**config.mk**
```make
export PLATFORM = sky130hd
export DESIGN_NAME = wmj_mul
export DESIGN_NICKNAME = d
export VERILOG_FILES = /design/src/rtl/core/wmj_mul.sv
export SDC_FILE = /design/constraint.sdc
export NUM_CORES = 2
export LEC_CHECK = 0
export BUFFER_PORTS_ARGS = -buffer_cell sky130_fd_sc_hd__buf_4
export CAP_MARGIN = 20
export CORE_AREA = 2 2 328 330
export DETAILED_ROUTE_END_ITERATION = 10
export DIE_AREA = 0 0 330 332
export SKIP_LAST_GASP = 1
export SYNTH_ARGS = -nofsm -noshare
export SYNTH_HDL_FRONTEND = slang
export SYNTH_SLANG_ARGS = --single-unit
```
**constraint.sdc**
```tcl
create_clock -name clk -period 17.98 [get_ports clk]
set_clock_uncertainty 0.05 [all_clocks]
set_input_delay 0 -clock clk [delete_from_list [all_inputs] [get_ports clk]]
set_output_delay 0 -clock clk [all_outputs]
set_load 0.05 [all_outputs]
```
**src/rtl/core/wmj_mul.sv**
```systemverilog
// Pipelined unsigned multiplier that takes one slice of the second operand per stage.
`timescale 1ns / 1ps
module wmj_mul #(
  parameter int WA = 32,
  parameter int WB = 32,
  parameter int CK = 8
) (
  input  logic             clk,
  input  logic             en,
  input  logic [WA-1:0]    a,
  input  logic [WB-1:0]    b,
  output logic [WA+WB-1:0] p
);

  localparam int NS = (WB + CK - 1) / CK;
  localparam int WBP = NS * CK;
  localparam int WP = WA + WB;

  logic [WA-1:0]  a_q   [NS];
  logic [WBP-1:0] b_q   [NS];
  logic [WP-1:0]  acc_q [NS];

  for (genvar k = 0; k < NS; k++) begin : g_stage
    logic [WA-1:0]    a_in;
    logic [WBP-1:0]   b_in;
    logic [WP-1:0]    acc_in;
    logic [WA+CK-1:0] part;
    if (k == 0) begin : g_first
      assign a_in = a;
      assign b_in = WBP'(b);
      assign acc_in = '0;
    end else begin : g_next
      assign a_in = a_q[k-1];
      assign b_in = b_q[k-1];
      assign acc_in = acc_q[k-1];
    end
    assign part = a_in * b_in[k*CK +: CK];
    always_ff @(posedge clk) begin
      if (en) begin
        a_q[k] <= a_in;
        b_q[k] <= b_in;
        acc_q[k] <= acc_in + (WP'(part) << (k * CK));
      end
    end
  end

  assign p = acc_q[NS-1];

endmodule

```
==> impl_metrics.toml <==
[placement]
gp_congestion = 0.874
preCtsSetupSlack_ns = 9.83
dp_hpwl_mm = 89.3
placement.io_buffers = 129
placed_area_um2 = 49700

[finish]
syn_to_final_growth_pct = 9.31
seqCellArea_um2 = 10600
drive_above_1_share_pct = 5.15
multi_input_area_um2 = 33600
fin_nets = 6000
final_area_um2 = 51800
fin_util_pct = 48.7
diodes = 0
fillCellCount = 10000

[setup_path]
cp_num_buf_inv = 3
crit_family = "adder cells"
critPathMostFrequentCell = "fa_1"
start_kind = "register"
cp.arrival_ns = 8.34
crit_slowest_cell = "edfxtp_1"
worstSetupPathType = "reg2reg"
critical_path_required_ns = 18.27
critPathMaxFanout = 32
slowest_delay_ns = 1.05
endpoint_kind = "register"

[synthesis]
synth_seq_cells = 354
synth_top_area_share_pct = 30.6
synth-main-ff-cell = "edfxtp_1"
synth.area.top_cells = "fa_1 31%, edfxtp_1 22%, ha_1 9.4%"
ys_top_cells_by_count = "723 x fa_1, 694 x inv_1, 683 x and2_1"
avgSynthCellArea_um2 = 10.0
synth-edff-count = 354
synth_cell_types = 86
netlist_instances = 4735
yosysWarnings = 0
netlist_area_um2 = 47400
syn_nets = 5878
synth.most_common_cell = "fa_1"
synth_top_area_cell = "fa_1"
ys_seq_area_share_pct = 22.4
async_flop_share_pct = 0

[detailed_routing]
initialDrtViolationCount = 1697
num_vias = 33000
vias_per_cell = 5.25
ant_nets = 0
wl_per_cell_um = 17.8
drt-total-wl_mm = 112
drc = 6
dr.pass1.iters = 9

[clocking]
cts_max_level = 2
cts_setup_buffers = 0
cts.sinks = 354
cts_hold_buf = 58
cts.path.max_buffers = 3
clock-root-buffer = "clkbuf_16"
cts_resized = 0
path_clk_slew_ns = 0.06
cts_buffers = 42
clkLatencyLatePin_ns = 0.61
cts_tree = "yes"

[status]
violations = "design-rule violations"
outcome = "complete, but fails checks"

[sta]
worst_pin_slew_ns = 1.09
setup_viol = 0
finalWorstSetupSlack_ns = 9.93
tns_ns = 0
rsz0062_at_grt = "no"
fin_crit_ns = 8.05
slew_viol_final = 0
maxSlewHeadroom_pct = 27.5
fmax_ghz = 0.124
fin_crit_sh_pct = 44.8
final_hold_viol_count = 0

[die]
start_util_pct = 44.6
core_um2 = 106000
placementRows = 120
dieArea_um2 = 110000
die_x_um = 330
io_pins = 130
chipHeight_um = 332

[run]
drv_cap = 0

[grt]
antenna_found_initial = 1
grt_pass1_vias = 35200
grt_pass1_wl_mm = 187
grt_max_degree = 100
grt_usage_pct = 21.1
grt_overflow = 0

[worst_hold_path]
hold_path_class = "in2reg"
[logic make-up after synthesis]
logic type | count (synthesis) | synth area share [%]
buf+inv | 828 | 6.58
fa+ha+maj | 1077 | 39.9
compound gates | 709 | 9.59
flops | 354 | 22.4
xor+xnor | 235 | 4.40
simple gates | 1525 | 16.9
mux | 7 | 0.153
[state kept, by name, summed over array words and instances, names as in the netlist]
name,count
b_q,48
acc_q,210
a_q,96
[final cells by class]
cell class / instances / share of cell area (%)
Multi-Input combinational cell: 3553 / 64.9
Tap cell: 1403 / 3.39
Clock buffer: 46 / 2.06
Sequential cell: 354 / 20.5
Timing Repair Buffer: 211 / 3.40
Clock inverter: 30 / 0.643
Inverter: 695 / 5.04
[worst register-to-register path: stages, from the launching register on]
cell and delay [ns]:
edfxtp_1 1.05, nand2_1 0.20, fa_1 0.55, fa_1 0.50, inv_1 0.05, fa_1 0.47, inv_1 0.05, fa_1 0.47
inv_1 0.04, ha_1 0.33, o21ai_0 0.19, nand2_1 0.07, a31oi_1 0.35, o21ai_0 0.17, and2_1 0.21, a41oi_1 0.30
xnor2_1 0.13, ha_1 0.44, nand4_1 0.18, or3_1 0.33, a211oi_1 0.51, o21ai_1 0.30, a211oi_1 0.30, nor2_1 0.12
nor3b_4 0.22, nand3_2 0.10, xnor2_1 0.13
[stage by stage]
stage	hold WS (ns)	instances
4_1_cts	0.0178	6289
6_report	0.0686	6292
5_1_grt	0.0607	6292
2_1_floorplan	0.0489	4735
3_3_place_gp	0.130	6155
3_5_place_dp	0.130	6155
[worst paths after layout]
| kind | startpoint | endpoint | slack (ns) | cells after the start |
|---|---|---|---|---|
| setup / recovery | b_q[2][29] | acc_q[3][62] | 9.93 | 26 |
| hold / removal | b[16] | b_q[0][16] | 0.07 | 2 |
| hold reg to reg | acc_q[0][7] | acc_q[1][7] | 0.36 | 0 |
| setup reg to reg | b_q[2][29] | acc_q[3][62] | 9.93 | 26 |
[cell usage in the layout, fill, tap and decap left out, types with 10 or more instances in the layout]
cell type / instances
a211oi_1: 24
a21o_1: 118
a21oi_1: 237
a31oi_1: 25
and2_1: 683
and3_1: 24
and4_1: 10
buf_4: 149
clkbuf_16: 42
dlygate4sd3_1: 58
edfxtp_1: 354
fa_1: 723
ha_1: 354
inv_1: 694
nand2_1: 487
nand2b_1: 22
nand3_1: 49
nand4_1: 35
nor2_1: 122
nor2b_1: 21
nor3_1: 27
o211ai_1: 13
o21a_1: 17
o21ai_0: 104
o21ai_1: 34
o21bai_1: 36
xnor2_1: 158
xor2_1: 75
[metal layers]
metal,GRT usage [%],vias up,part of all wire [%]
met2,35.2,650,47
met5,0,-,0
li1,-,15600,-
met1,29.6,16700,47
met4,4.82,0,2.0
met3,2.28,115,4.1
Power is not shown: default switching activity piles up to over one toggle a cycle in this logic, so the estimate is an artifact.
